===== src/rlab_pkg.sv =====
package rlab_pkg;

   localparam int NUM_CH       = 3;
   localparam int PIX_W        = 8;
   localparam int COEF_W       = 14;
   localparam int LMS_W        = COEF_W + PIX_W;
   localparam int EXP_W        = 5;
   localparam int MANT_W       = 32;
   localparam int LOG_FRAC     = 24;
   localparam int LOGU_W       = EXP_W + LOG_FRAC;
   localparam int LOG_W        = LOGU_W + 1;
   localparam int SUM_W        = LOG_W + 2;
   localparam int WEIGHT_W     = 29;
   localparam int WEIGHT_FRAC  = 30;
   localparam int PROD_W       = SUM_W + WEIGHT_W;
   localparam int ACC_W        = PROD_W + 1;
   localparam int OUT_W        = 16;

   localparam int FRACTION_BITS_DEF = 12;

   // pipeline layout: matrix, normalize + one squaring per fraction bit, sum, weight, round
   localparam int LOG_STAGES = LOG_FRAC + 1;
   localparam int OUT_STAGES = 3;
   localparam int NUM_STAGES = 1 + LOG_STAGES + OUT_STAGES;

   typedef logic [PIX_W-1:0]         pix_type;
   typedef logic [LMS_W-1:0]         lms_type;
   typedef logic [LOGU_W-1:0]        logu_type;
   typedef logic signed [OUT_W-1:0]  res_type;

   localparam lms_type LMS_ONE = LMS_W'(10000);

   localparam logic [COEF_W-1:0] LMS_COEF [NUM_CH][NUM_CH] = '{
      '{14'd3811, 14'd5783, 14'd402},
      '{14'd1967, 14'd7244, 14'd782},
      '{14'd241,  14'd1288, 14'd8444}
   };

   // log10(2)/sqrt3, log10(2)/sqrt6, log10(2)/sqrt2 in Q.30
   localparam logic signed [WEIGHT_W-1:0] WEIGHTS [NUM_CH] = '{
      29'sd186616060, 29'sd131957481, 29'sd228557062
   };

   // log2 by repeated squaring, Q.24; used for elaboration-time constants only
   function automatic logic [63:0] log2_q24_calc(input logic [31:0] n);
      logic [63:0] m;
      logic [63:0] frac;
      int          e;
      e = 0;
      for (int i = 0; i < 32; i++) begin
         if (n[i]) e = i;
      end
      m    = {32'd0, n} << (31 - e);
      frac = 64'd0;
      for (int i = 0; i < LOG_FRAC; i++) begin
         m    = (m * m) >> 31;
         frac = frac << 1;
         if (m >= 64'h1_0000_0000) begin
            frac = frac | 64'd1;
            m    = m >> 1;
         end
      end
      return (64'(e) << LOG_FRAC) | frac;
   endfunction

   localparam logu_type REF_LOG = LOGU_W'(log2_q24_calc(32'd10000));

endpackage


===== src/rlab_comb.sv =====
module rlab_comb import rlab_pkg::*; #(
   parameter int FRACTION_BITS = FRACTION_BITS_DEF
) (
   input  logic                  clock,
   input  logic [OUT_STAGES-1:0] en,
   input  logu_type              lg [NUM_CH],
   output res_type               res [NUM_CH]
);

   localparam int SH = LOG_FRAC + WEIGHT_FRAC - FRACTION_BITS;
   localparam logic signed [ACC_W-1:0] HALF   = ACC_W'(1) << (SH - 1);
   localparam logic signed [ACC_W-1:0] SAT_HI = ACC_W'(2**(OUT_W-1) - 1);
   localparam logic signed [ACC_W-1:0] SAT_LO = ACC_W'(-(2**(OUT_W-1)));

   logic signed [LOG_W-1:0]  lgs     [NUM_CH];
   logic signed [SUM_W-1:0]  sum_in  [NUM_CH];
   logic signed [SUM_W-1:0]  sum_ff  [NUM_CH];
   logic signed [PROD_W-1:0] prod_in [NUM_CH];
   logic signed [PROD_W-1:0] prod_ff [NUM_CH];
   logic signed [ACC_W-1:0]  rnd     [NUM_CH];
   logic signed [ACC_W-1:0]  shr     [NUM_CH];
   res_type                  res_in  [NUM_CH];
   res_type                  res_ff  [NUM_CH];

   // log2 of the channel value: subtract log2 of the 10000 scale
   always_comb begin
      for (int c = 0; c < NUM_CH; c++) begin
         lgs[c] = $signed({1'b0, lg[c]}) - $signed({1'b0, REF_LOG});
      end
      sum_in[0] = SUM_W'(lgs[0]) + SUM_W'(lgs[1]) + SUM_W'(lgs[2]);
      sum_in[1] = SUM_W'(lgs[0]) + SUM_W'(lgs[1]) - (SUM_W'(lgs[2]) <<< 1);
      sum_in[2] = SUM_W'(lgs[0]) - SUM_W'(lgs[1]);
   end

   always_comb begin
      for (int c = 0; c < NUM_CH; c++) begin
         prod_in[c] = sum_ff[c] * WEIGHTS[c];
      end
   end

   // round half up, then saturate to 16 bits
   always_comb begin
      for (int c = 0; c < NUM_CH; c++) begin
         rnd[c] = ACC_W'(prod_ff[c]) + HALF;
         shr[c] = rnd[c] >>> SH;
         if (shr[c] > SAT_HI)      res_in[c] = OUT_W'(SAT_HI);
         else if (shr[c] < SAT_LO) res_in[c] = OUT_W'(SAT_LO);
         else                      res_in[c] = OUT_W'(shr[c]);
      end
   end

   always_ff @(posedge clock) begin
      if (en[0]) sum_ff  <= sum_in;
      if (en[1]) prod_ff <= prod_in;
      if (en[2]) res_ff  <= res_in;
   end

   assign res = res_ff;

endmodule


===== config.mk =====
export PLATFORM = sky130hd
export DESIGN_NAME = rlab_comb
export DESIGN_NICKNAME = d
export VERILOG_FILES = /design/src/rlab_pkg.sv /design/src/rlab_comb.sv
export SDC_FILE = /design/constraint.sdc
export NUM_CORES = 2
export LEC_CHECK = 0
export ABC_AREA = 1
export BUFFER_PORTS_ARGS = -buffer_cell sky130_fd_sc_hd__buf_2
export CELL_PAD_IN_SITES_DETAIL_PLACEMENT = 0
export CELL_PAD_IN_SITES_GLOBAL_PLACEMENT = 1
export CORE_MARGIN = 10
export CORE_UTILIZATION = 51
export CTS_BUF_LIST = sky130_fd_sc_hd__clkbuf_8
export DETAILED_ROUTE_END_ITERATION = 6
export HOLD_SLACK_MARGIN = 0.15
export PLACE_DENSITY = 0.84
export SKIP_CTS_REPAIR_TIMING = 1
export SLEW_MARGIN = 5
export SYNTH_ARGS = -nofsm -noshare
export SYNTH_HDL_FRONTEND = slang
export SYNTH_SLANG_ARGS = --single-unit
export TNS_END_PERCENT = 5

===== constraint.sdc =====
create_clock -name clock -period 7.8 [get_ports clock]
set_input_delay 0.78 -clock clock [delete_from_list [all_inputs] [get_ports clock]]
set_output_delay 0.78 -clock clock [all_outputs]
set_load 0.01 [all_outputs]

==> summary.md <==
| Metric | Value |
|---|---|
| Area growth syn-to-layout | 4.77% |
| Hold path depth | 1 |
| Post-synth EDFFs | 200 |
| Achievable clock frequency | 0.141 GHz |
| Port bufs | 138 |
| Nets | 11,000 |
| Wire length of the first global-routing pass | 356 mm |
| Post-DRT Antenna Nets | 0 |
| Area leader, netlist | fa_1 |
| Commonest cells post-synth | inv_1, nand2_1, fa_1 |
| Relative slew slack | 21.0% |
| CP max FO | 5 |
| Crit path DAT | 7.49 ns |
| Detailed placer's ending HPWL | 215 mm |
| Clock period minus worst slack | 7.11 ns |
| Num rows | 134 |
| Total CTS buffers | 17 |
| Grt total ovfl | 0 |
| Slowest CP cell | fa_1 |
| CP delay by family, top | adder cells |
| GPL Wtd Cong | 1.05 |
| GRT Util Overall | 31.3% |
| Routed wire length | 235 mm |
| Reg2reg end | prod_ff[170] |
| Origin of the worst min-delay path | en[0] |
| Dominant cell by count in the synthesized netlist | inv_1 |
| WP buf/inv | 7 |
| Cells after Synth | 8,758 |
| Post-synth ARST share | 0% |
| H-tree depth | 4 |
| Die X | 387 µm |
| Avg WL per Cell | 22.0 µm |
| CP cell instances | inv_1 > fa_1 > inv_1 > fa_1 > inv_1 > fa_1 > inv_1 > fa_1 > fa_1 > fa_1 > inv_1 > fa_1 > inv_1 > ha_1 > nand2_1 > nor2_1 > inv_1 > nor2_1 > nand2_1 > nor3b_1 > o21ai_0 > nand4_1 > nand2_1 |
| DRT iter0 DRCs | 4,939 |
| Failing checks | design-rule violations |
| R2r setup slk | 0.69 ns |
| Status | complete, but fails checks |
| Die area | 0.149 mm² |
| Slew Limit Fails | 0 |
| RSZ-0062 raised after global routing | false |
| Clock buffer depth | 2 |
| Register area share after synthesis | 8.76% |
| 1st-pass router iterations | 7 |
| Via density | 5.27 |
| TNS Setup | 0 ns |
| Share of cells above drive strength 1 | 2.49% |
| Post-Syn Area per Cell | 7.82 µm² |
| Slowest Stage Delay on Critical Path | 0.63 ns |
| Startpoint Class | flop |
| FF-to-FF path depth | 23 |
| Setup crit end kind | flop |
| Root Buffer | clkbuf_8 |
| # clock sinks | 200 |
| DRC Markers | 14 |
| Worst-Skew Late Latency | 0.65 ns |
| Via count | 56,300 |
| Die height | 387 µm |
| CTS tree | done |
| Synth Flop Type | edfxtp_1 |
| Register bit count reported by yosys | 200 |
| Setup CP Type | flop to flop |
| Worst hold path type | input pin to flop |
| Initial antenna violation count | 23 |
| Syn_nets | 10,900 |
| Core area | 0.133 mm² |
| Synth area leaders | fa_1, ha_1, inv_1 |
| Largest net degree at the start of global routing | 79 |
| Yosys top cell area share | 33.1% |
| Final setup fails | 0 |
| Tcrit/Tclk final | 91.2% |
| Vias in the first global route | 57,900 |
| Hold Path End | sum_ff[61] |
| Post-synth cell types | 53 |
| Initial core utilization | 51.3% |
| IO Pins | 139 |
| Max-cap viol count | 0 |
| Warnings from Yosys | 0 |
| Worst-margin pin slew | 1.19 ns |
| Cell area after synthesis | 0.0685 mm² |
| Critical path required time | 8.17 ns |
| CTS clock-pin slew for the worst setup and hold paths | 0.14 ns |
| Final hold vios | 0 |
| Reg2Reg Launch Point | sum_ff[88] |
| Fin Clk Skew | 0.0436 ns |
[state kept, by name, indices dropped and copies added, names as in the netlist]
register,cells
sum_ff,94
res,48
prod_ff,58
[metrics by stage]
step                hold WS, ns  cells  util [%]  area (µm²)  setup WS (ns)
floorplan                 0.623   8758         -       68500           1.22
global placement          0.669  10600      53.5       71400          0.798
detailed placement        0.678  10600      53.5       71400          0.866
CTS                       0.472  10700      53.8       71800          0.855
global route              0.492  10700      53.8       71800          0.503
finish                    0.532  10700      53.8       71800          0.685
[worst max path at each step]
stage | startpoint | to | slack, ns | depth (start not counted)
after CTS | sum_ff[88] | prod_ff[170] | 0.85 | 23
final | sum_ff[88] | prod_ff[170] | 0.69 | 23
after global placement | lg[61] | sum_ff[92] | 0.80 | 24
after detailed placement | sum_ff[88] | prod_ff[170] | 0.87 | 23
after floorplan | sum_ff[63] | prod_ff[111] | 1.22 | 21
after global routing | sum_ff[88] | prod_ff[170] | 0.50 | 23
[layout by cell type, fill, tap and decap left out, types with 60 or more instances in the layout]
master / instances
inv_1: 2717
nor2_1: 601
xnor2_1: 60
fa_1: 1134
buf_2: 137
edfxtp_1: 200
xor2_1: 242
nand2_1: 1559
a21o_1: 62
a21oi_1: 363
ha_1: 912
nand3_1: 259
o21ai_0: 233
nor3_1: 94
nand4_1: 91
o21bai_1: 60
[cell families (layout without fill, tap and decap cells)]
family | Yosys count | after routing | share of synthesized area (%)
adder cells (fa/ha/maj) | 2046 | 2046 | 49.8
XOR/XNOR | 302 | 302 | 3.86
other | 0 | 9 | 0
buffers and inverters | 2748 | 2903 | 15.1
AO/OA/AOI/OAI | 788 | 788 | 6.45
flip-flops | 200 | 200 | 8.76
AND/OR/NAND/NOR | 2674 | 2674 | 16.0
[final cells by class]
cell class	instances	area, µm²
Inverter	2717	10200
Multi-Input combinational cell	5810	52100
Clock inverter	15	151
Tap cell	1768	2210
Antenna cell	9	22.5
Clock buffer	17	234
Fill cell	13200	61700
Sequential cell	200	6010
Timing Repair Buffer	154	813
[metal layers]
metal / global-route usage [%] / share of wire [%] / wire (µm)
met4: 7.18 / 2.5 / 5880
met3: 7.79 / 9.3 / 21800
met2: 46.9 / 43 / 100000
met5: 0 / 0.069 / 162
met1: 45.2 / 46 / 107000
Power is left out: the tool's default activity adds up to more than one toggle a clock period on the data nets, which glitch-free logic cannot reach.
