## src/rlab_pkg.sv

```systemverilog
package rlab_pkg;

   localparam int NUM_CH       = 3;
   localparam int PIX_W        = 8;
   localparam int COEF_W       = 14;
   localparam int LMS_W        = COEF_W + PIX_W;
   localparam int EXP_W        = 5;
   localparam int MANT_W       = 32;
   localparam int LOG_FRAC     = 24;
   localparam int LOGU_W       = EXP_W + LOG_FRAC;
   localparam int LOG_W        = LOGU_W + 1;
   localparam int SUM_W        = LOG_W + 2;
   localparam int WEIGHT_W     = 29;
   localparam int WEIGHT_FRAC  = 30;
   localparam int PROD_W       = SUM_W + WEIGHT_W;
   localparam int ACC_W        = PROD_W + 1;
   localparam int OUT_W        = 16;

   localparam int FRACTION_BITS_DEF = 12;

   // pipeline layout: matrix, normalize + one squaring per fraction bit, sum, weight, round
   localparam int LOG_STAGES = LOG_FRAC + 1;
   localparam int OUT_STAGES = 3;
   localparam int NUM_STAGES = 1 + LOG_STAGES + OUT_STAGES;

   typedef logic [PIX_W-1:0]         pix_type;
   typedef logic [LMS_W-1:0]         lms_type;
   typedef logic [LOGU_W-1:0]        logu_type;
   typedef logic signed [OUT_W-1:0]  res_type;

   localparam lms_type LMS_ONE = LMS_W'(10000);

   localparam logic [COEF_W-1:0] LMS_COEF [NUM_CH][NUM_CH] = '{
      '{14'd3811, 14'd5783, 14'd402},
      '{14'd1967, 14'd7244, 14'd782},
      '{14'd241,  14'd1288, 14'd8444}
   };

   // log10(2)/sqrt3, log10(2)/sqrt6, log10(2)/sqrt2 in Q.30
   localparam logic signed [WEIGHT_W-1:0] WEIGHTS [NUM_CH] = '{
      29'sd186616060, 29'sd131957481, 29'sd228557062
   };

   // log2 by repeated squaring, Q.24; used for elaboration-time constants only
   function automatic logic [63:0] log2_q24_calc(input logic [31:0] n);
      logic [63:0] m;
      logic [63:0] frac;
      int          e;
      e = 0;
      for (int i = 0; i < 32; i++) begin
         if (n[i]) e = i;
      end
      m    = {32'd0, n} << (31 - e);
      frac = 64'd0;
      for (int i = 0; i < LOG_FRAC; i++) begin
         m    = (m * m) >> 31;
         frac = frac << 1;
         if (m >= 64'h1_0000_0000) begin
            frac = frac | 64'd1;
            m    = m >> 1;
         end
      end
      return (64'(e) << LOG_FRAC) | frac;
   endfunction

   localparam logu_type REF_LOG = LOGU_W'(log2_q24_calc(32'd10000));

endpackage

```

## src/rlab_lms.sv

```systemverilog
module rlab_lms import rlab_pkg::*; (
   input  logic    clock,
   input  logic    en,
   input  pix_type px [NUM_CH],
   output lms_type lms [NUM_CH]
);

   lms_type lms_in [NUM_CH];
   lms_type lms_ff [NUM_CH];

   always_comb begin
      for (int c = 0; c < NUM_CH; c++) begin
         lms_in[c] = LMS_W'(0);
         for (int k = 0; k < NUM_CH; k++) begin
            lms_in[c] = lms_in[c] + LMS_W'(LMS_W'(LMS_COEF[c][k]) * LMS_W'(px[k]));
         end
         // black pixel: force channel to 1.0 so its log is zero
         if (lms_in[c] == LMS_W'(0)) lms_in[c] = LMS_ONE;
      end
   end

   always_ff @(posedge clock) begin
      if (en) lms_ff <= lms_in;
   end

   assign lms = lms_ff;

endmodule

```

## config.mk

```make
export PLATFORM = sky130hd
export DESIGN_NAME = rlab_lms
export DESIGN_NICKNAME = d
export VERILOG_FILES = /design/src/rlab_pkg.sv /design/src/rlab_lms.sv
export SDC_FILE = /design/constraint.sdc
export NUM_CORES = 1
export LEC_CHECK = 0
export BUFFER_PORTS_ARGS = -buffer_cell sky130_fd_sc_hd__clkbuf_2
export CAP_MARGIN = 30
export CORE_ASPECT_RATIO = 1.2
export CORE_MARGIN = 4
export CORE_UTILIZATION = 65
export DETAILED_ROUTE_END_ITERATION = 10
export PLACE_DENSITY_LB_ADDON = 0.3
export SLEW_MARGIN = 15
export SYNTH_ARGS = -nofsm -noshare
export SYNTH_HDL_FRONTEND = slang
export SYNTH_SLANG_ARGS = --single-unit
```

## constraint.sdc

```tcl
create_clock -name clock -period 9.1 [get_ports clock]
set_input_delay 1.365 -clock clock [delete_from_list [all_inputs] [get_ports clock]]
set_output_delay 1.365 -clock clock [all_outputs]
set_load 0.02 [all_outputs]
```

==> impl_metrics.prom <==
# TYPE chip_impl_metric gauge
chip_impl_metric{name="finalHoldViolations",unit=""} 0
chip_impl_metric{name="final_routed_wirelength_across_all_metal_layers",unit="mm"} 42.7
chip_impl_metric{name="crit_required",unit="ns"} 9.32
chip_impl_metric{name="worst-slew-pin-transition",unit="ns"} 0.668
chip_impl_metric{name="placed_cells",unit=""} 2176
chip_impl_metric{name="diode_insertion_count_for_antenna_repair",unit=""} 0
chip_impl_info{name="grt_setup_unrepaired",value="false"} 1
chip_impl_metric{name="max_cap_viol_count",unit=""} 0
chip_impl_info{name="netlist_top_cells_count",value="sky130_fd_sc_hd__inv_1, sky130_fd_sc_hd__ha_1, sky130_fd_sc_hd__fa_1"} 1
chip_impl_metric{name="synthesis.instances",unit=""} 1747
chip_impl_metric{name="numClockSinks",unit=""} 66
chip_impl_metric{name="synth_compound_area_share",unit="%"} 10.3
chip_impl_metric{name="fmaxAchievable",unit="MHz"} 115
chip_impl_metric{name="netlist.area_leader.share",unit="%"} 29.0
chip_impl_metric{name="fp.dieW",unit="um"} 156
chip_impl_metric{name="drv_slew",unit=""} 0
chip_impl_metric{name="critical_path.max_stage_delay",unit="ns"} 0.54
chip_impl_metric{name="die_h",unit="um"} 185
chip_impl_metric{name="grtUsageTotal",unit="%"} 31.1
chip_impl_metric{name="synth_simple_gate_area_share",unit="%"} 7.20
chip_impl_metric{name="start_util",unit="%"} 66.5
chip_impl_metric{name="final_min_period_over_clock_period",unit="%"} 95.2
chip_impl_info{name="outcome",value="finished clean"} 1
chip_impl_metric{name="post_synth.cell_area_avg",unit="um2"} 9.75
chip_impl_metric{name="max_h_tree_level",unit=""} 3
chip_impl_info{name="cp_slowest_cell",value="sky130_fd_sc_hd__fa_1"} 1
chip_impl_metric{name="place.gp.congestion",unit=""} 0.993
chip_impl_info{name="post-synth-top-area-cell",value="sky130_fd_sc_hd__fa_1"} 1
chip_impl_metric{name="grt_antenna_before_repair",unit=""} 1
chip_impl_metric{name="synthAdderAreaFrac",unit="%"} 55.1
chip_impl_metric{name="slew-limit-headroom",unit="%"} 55.5
chip_impl_metric{name="syn-num-nets",unit=""} 2375
chip_impl_metric{name="grt_pass1_vias",unit=""} 13500
chip_impl_metric{name="grt.overflow.total",unit=""} 0
chip_impl_metric{name="yosysWarningCount",unit=""} 0
chip_impl_metric{name="largest_register_ffs",unit=""} 66
chip_impl_info{name="holdCritPathClass",value="input port to flop"} 1
chip_impl_metric{name="io_buffer_count",unit=""} 91
chip_impl_metric{name="die_area",unit="mm2"} 0.0289
chip_impl_metric{name="drt_iter0_drc",unit=""} 894
chip_impl_metric{name="fraction_of_layout_instances_using_a_drive_strength_above_1",unit="%"} 8.80
chip_impl_metric{name="wire_per_inst",unit="um"} 19.4
chip_impl_info{name="crit_path_launch_type",value="input port"} 1
chip_impl_info{name="end_kind",value="flop"} 1
chip_impl_metric{name="post_layout_net_count",unit=""} 2487
chip_impl_metric{name="cts.reportedPaths.clkPinSlew",unit="ns"} 0.08
chip_impl_metric{name="grt_pass1_wl",unit="mm"} 69.4
chip_impl_metric{name="fraction_of_synthesized_cell_area_in_xor_and_xnor_cells",unit="%"} 4.42
chip_impl_metric{name="syn_area",unit="mm2"} 0.0170
chip_impl_metric{name="async_flop_share",unit="%"} 0
chip_impl_metric{name="post_synthesis_mux_area_share",unit="%"} 0.470
chip_impl_info{name="critPathLaunch",value="px[14]"} 1
chip_impl_metric{name="ys_types",unit=""} 71
chip_impl_metric{name="area_growth",unit="%"} 7.74
chip_impl_metric{name="vias",unit=""} 12700
chip_impl_info{name="post-synth-top-count-cell",value="sky130_fd_sc_hd__inv_1"} 1
chip_impl_metric{name="hpwl",unit="mm"} 36.8
chip_impl_info{name="cts_root_buffer",value="sky130_fd_sc_hd__clkbuf_16"} 1
chip_impl_info{name="synthTopCellsByArea",value="sky130_fd_sc_hd__fa_1, sky130_fd_sc_hd__ha_1, sky130_fd_sc_hd__edfxtp_1, sky130_fd_sc_hd__inv_1, sky130_fd_sc_hd__xnor2_1"} 1
chip_impl_metric{name="worst_path_max_fanout",unit=""} 5
chip_impl_metric{name="synth_edf_count",unit=""} 66
chip_impl_metric{name="setup_viol",unit=""} 0
chip_impl_metric{name="cts_inserted_buffers",unit=""} 9
chip_impl_metric{name="dr.pass1.iters",unit=""} 7
chip_impl_metric{name="setup_tns",unit="ns"} 0
chip_impl_metric{name="finalWorstPathRequiredPeriod",unit="ns"} 8.67
chip_impl_info{name="worstSetupPathType",value="input port to flop"} 1
chip_impl_info{name="tritoncts",value="done"} 1
chip_impl_metric{name="crit_arrival",unit="ns"} 8.88
chip_impl_metric{name="synth_seq_cells",unit=""} 66
chip_impl_metric{name="placementRows",unit=""} 64
chip_impl_metric{name="viasPerCell",unit=""} 5.77
chip_impl_info{name="combinational_family_with_the_most_area_after_synthesis",value="adder cells"} 1
chip_impl_info{name="postSynth.topFlopCell",value="sky130_fd_sc_hd__edfxtp_1"} 1
chip_impl_metric{name="yosysSeqAreaShare",unit="%"} 11.6
chip_impl_metric{name="ant_nets",unit=""} 0
chip_impl_info{name="min_from",value="en"} 1
chip_impl_metric{name="grt_max_degree",unit=""} 46
chip_impl_metric{name="drc",unit=""} 0
chip_impl_metric{name="io_pins",unit=""} 92
chip_impl_metric{name="cts.path.max_buffers",unit=""} 2
chip_impl_metric{name="fp.coreArea",unit="mm2"} 0.0256
chip_impl_metric{name="non_filler_cells_in_the_finished_layout",unit=""} 2194
[through the flow]
stage                     setup slack (ns)  hold WS, ns  util (%)  area, um2
after CTS                            0.277         1.53      71.4      18300
final                                0.435         1.53      71.6      18400
after global routing                0.0140         1.56      71.6      18400
after global placement               0.138         1.82      70.3      18000
after detailed placement           -0.0432         1.82      70.3      18000
after floorplan                      0.657         1.48         -      17000
[worst max-delay path: cells and delay by family]
kind,cells,cell delay [ns]
adder cells (fa/ha/maj),11,4.37
AO/OA/AOI/OAI,6,1.46
AND/OR/NAND/NOR,6,1.13
buffers and inverters,7,0.45
XOR/XNOR,1,0.08
[layout by cell type, fill, tap and decap left out, drive strengths merged, types with 43 or more instances in the layout]
cell type,n
inv,470
xnor2,57
ha,355
fa,247
a21oi,62
clkbuf,100
nand2,49
nor2,56
edfxtp,66
o21ai,43
[per-layer routing]
metal  GRT usage, %  vias to the layer above  wire [um]
li1               -                     5942          -
met1           38.5                     6181      16900
met2           54.0                      429      21300
met3           3.95                      117       2190
met4           14.5                        0       2250
met5              0                        -          0
[path summary, 6_finish.rpt]
check / end / cells past startpoint
worst min-delay path: lms[23]$_SDFFCE_PN0P_ / 1
worst max-delay path: lms[26]$_SDFFCE_PN1P_ / 31
[kinds of logic (layout without fill, tap and decap cells)]
family          after synthesis  after routing
compound gates              258            258
buf+inv                     488            605
simple gates                239            239
mux                           8              8
fa+ha+maj                   602            602
flops                        66             66
xor+xnor                     86             86
[layout make-up]
class	instances	area, um2
Clock inverter	6	65.1
Timing Repair Buffer	120	673
Clock buffer	10	229
Inverter	469	1760
Multi-Input combinational cell	1193	13200
Fill cell	1947	7270
Sequential cell	66	1980
Tap cell	330	413
[timing repair]
action | in CTS | in global routing
setup buffers | 0 | 2
gates resized for setup | 0 | 5
hold buffers | 0 | 0
setup endpoints to repair | 0 | 6
Power is not shown: default switching activity piles up to over one toggle a cycle in this logic, so the estimate is an artifact.
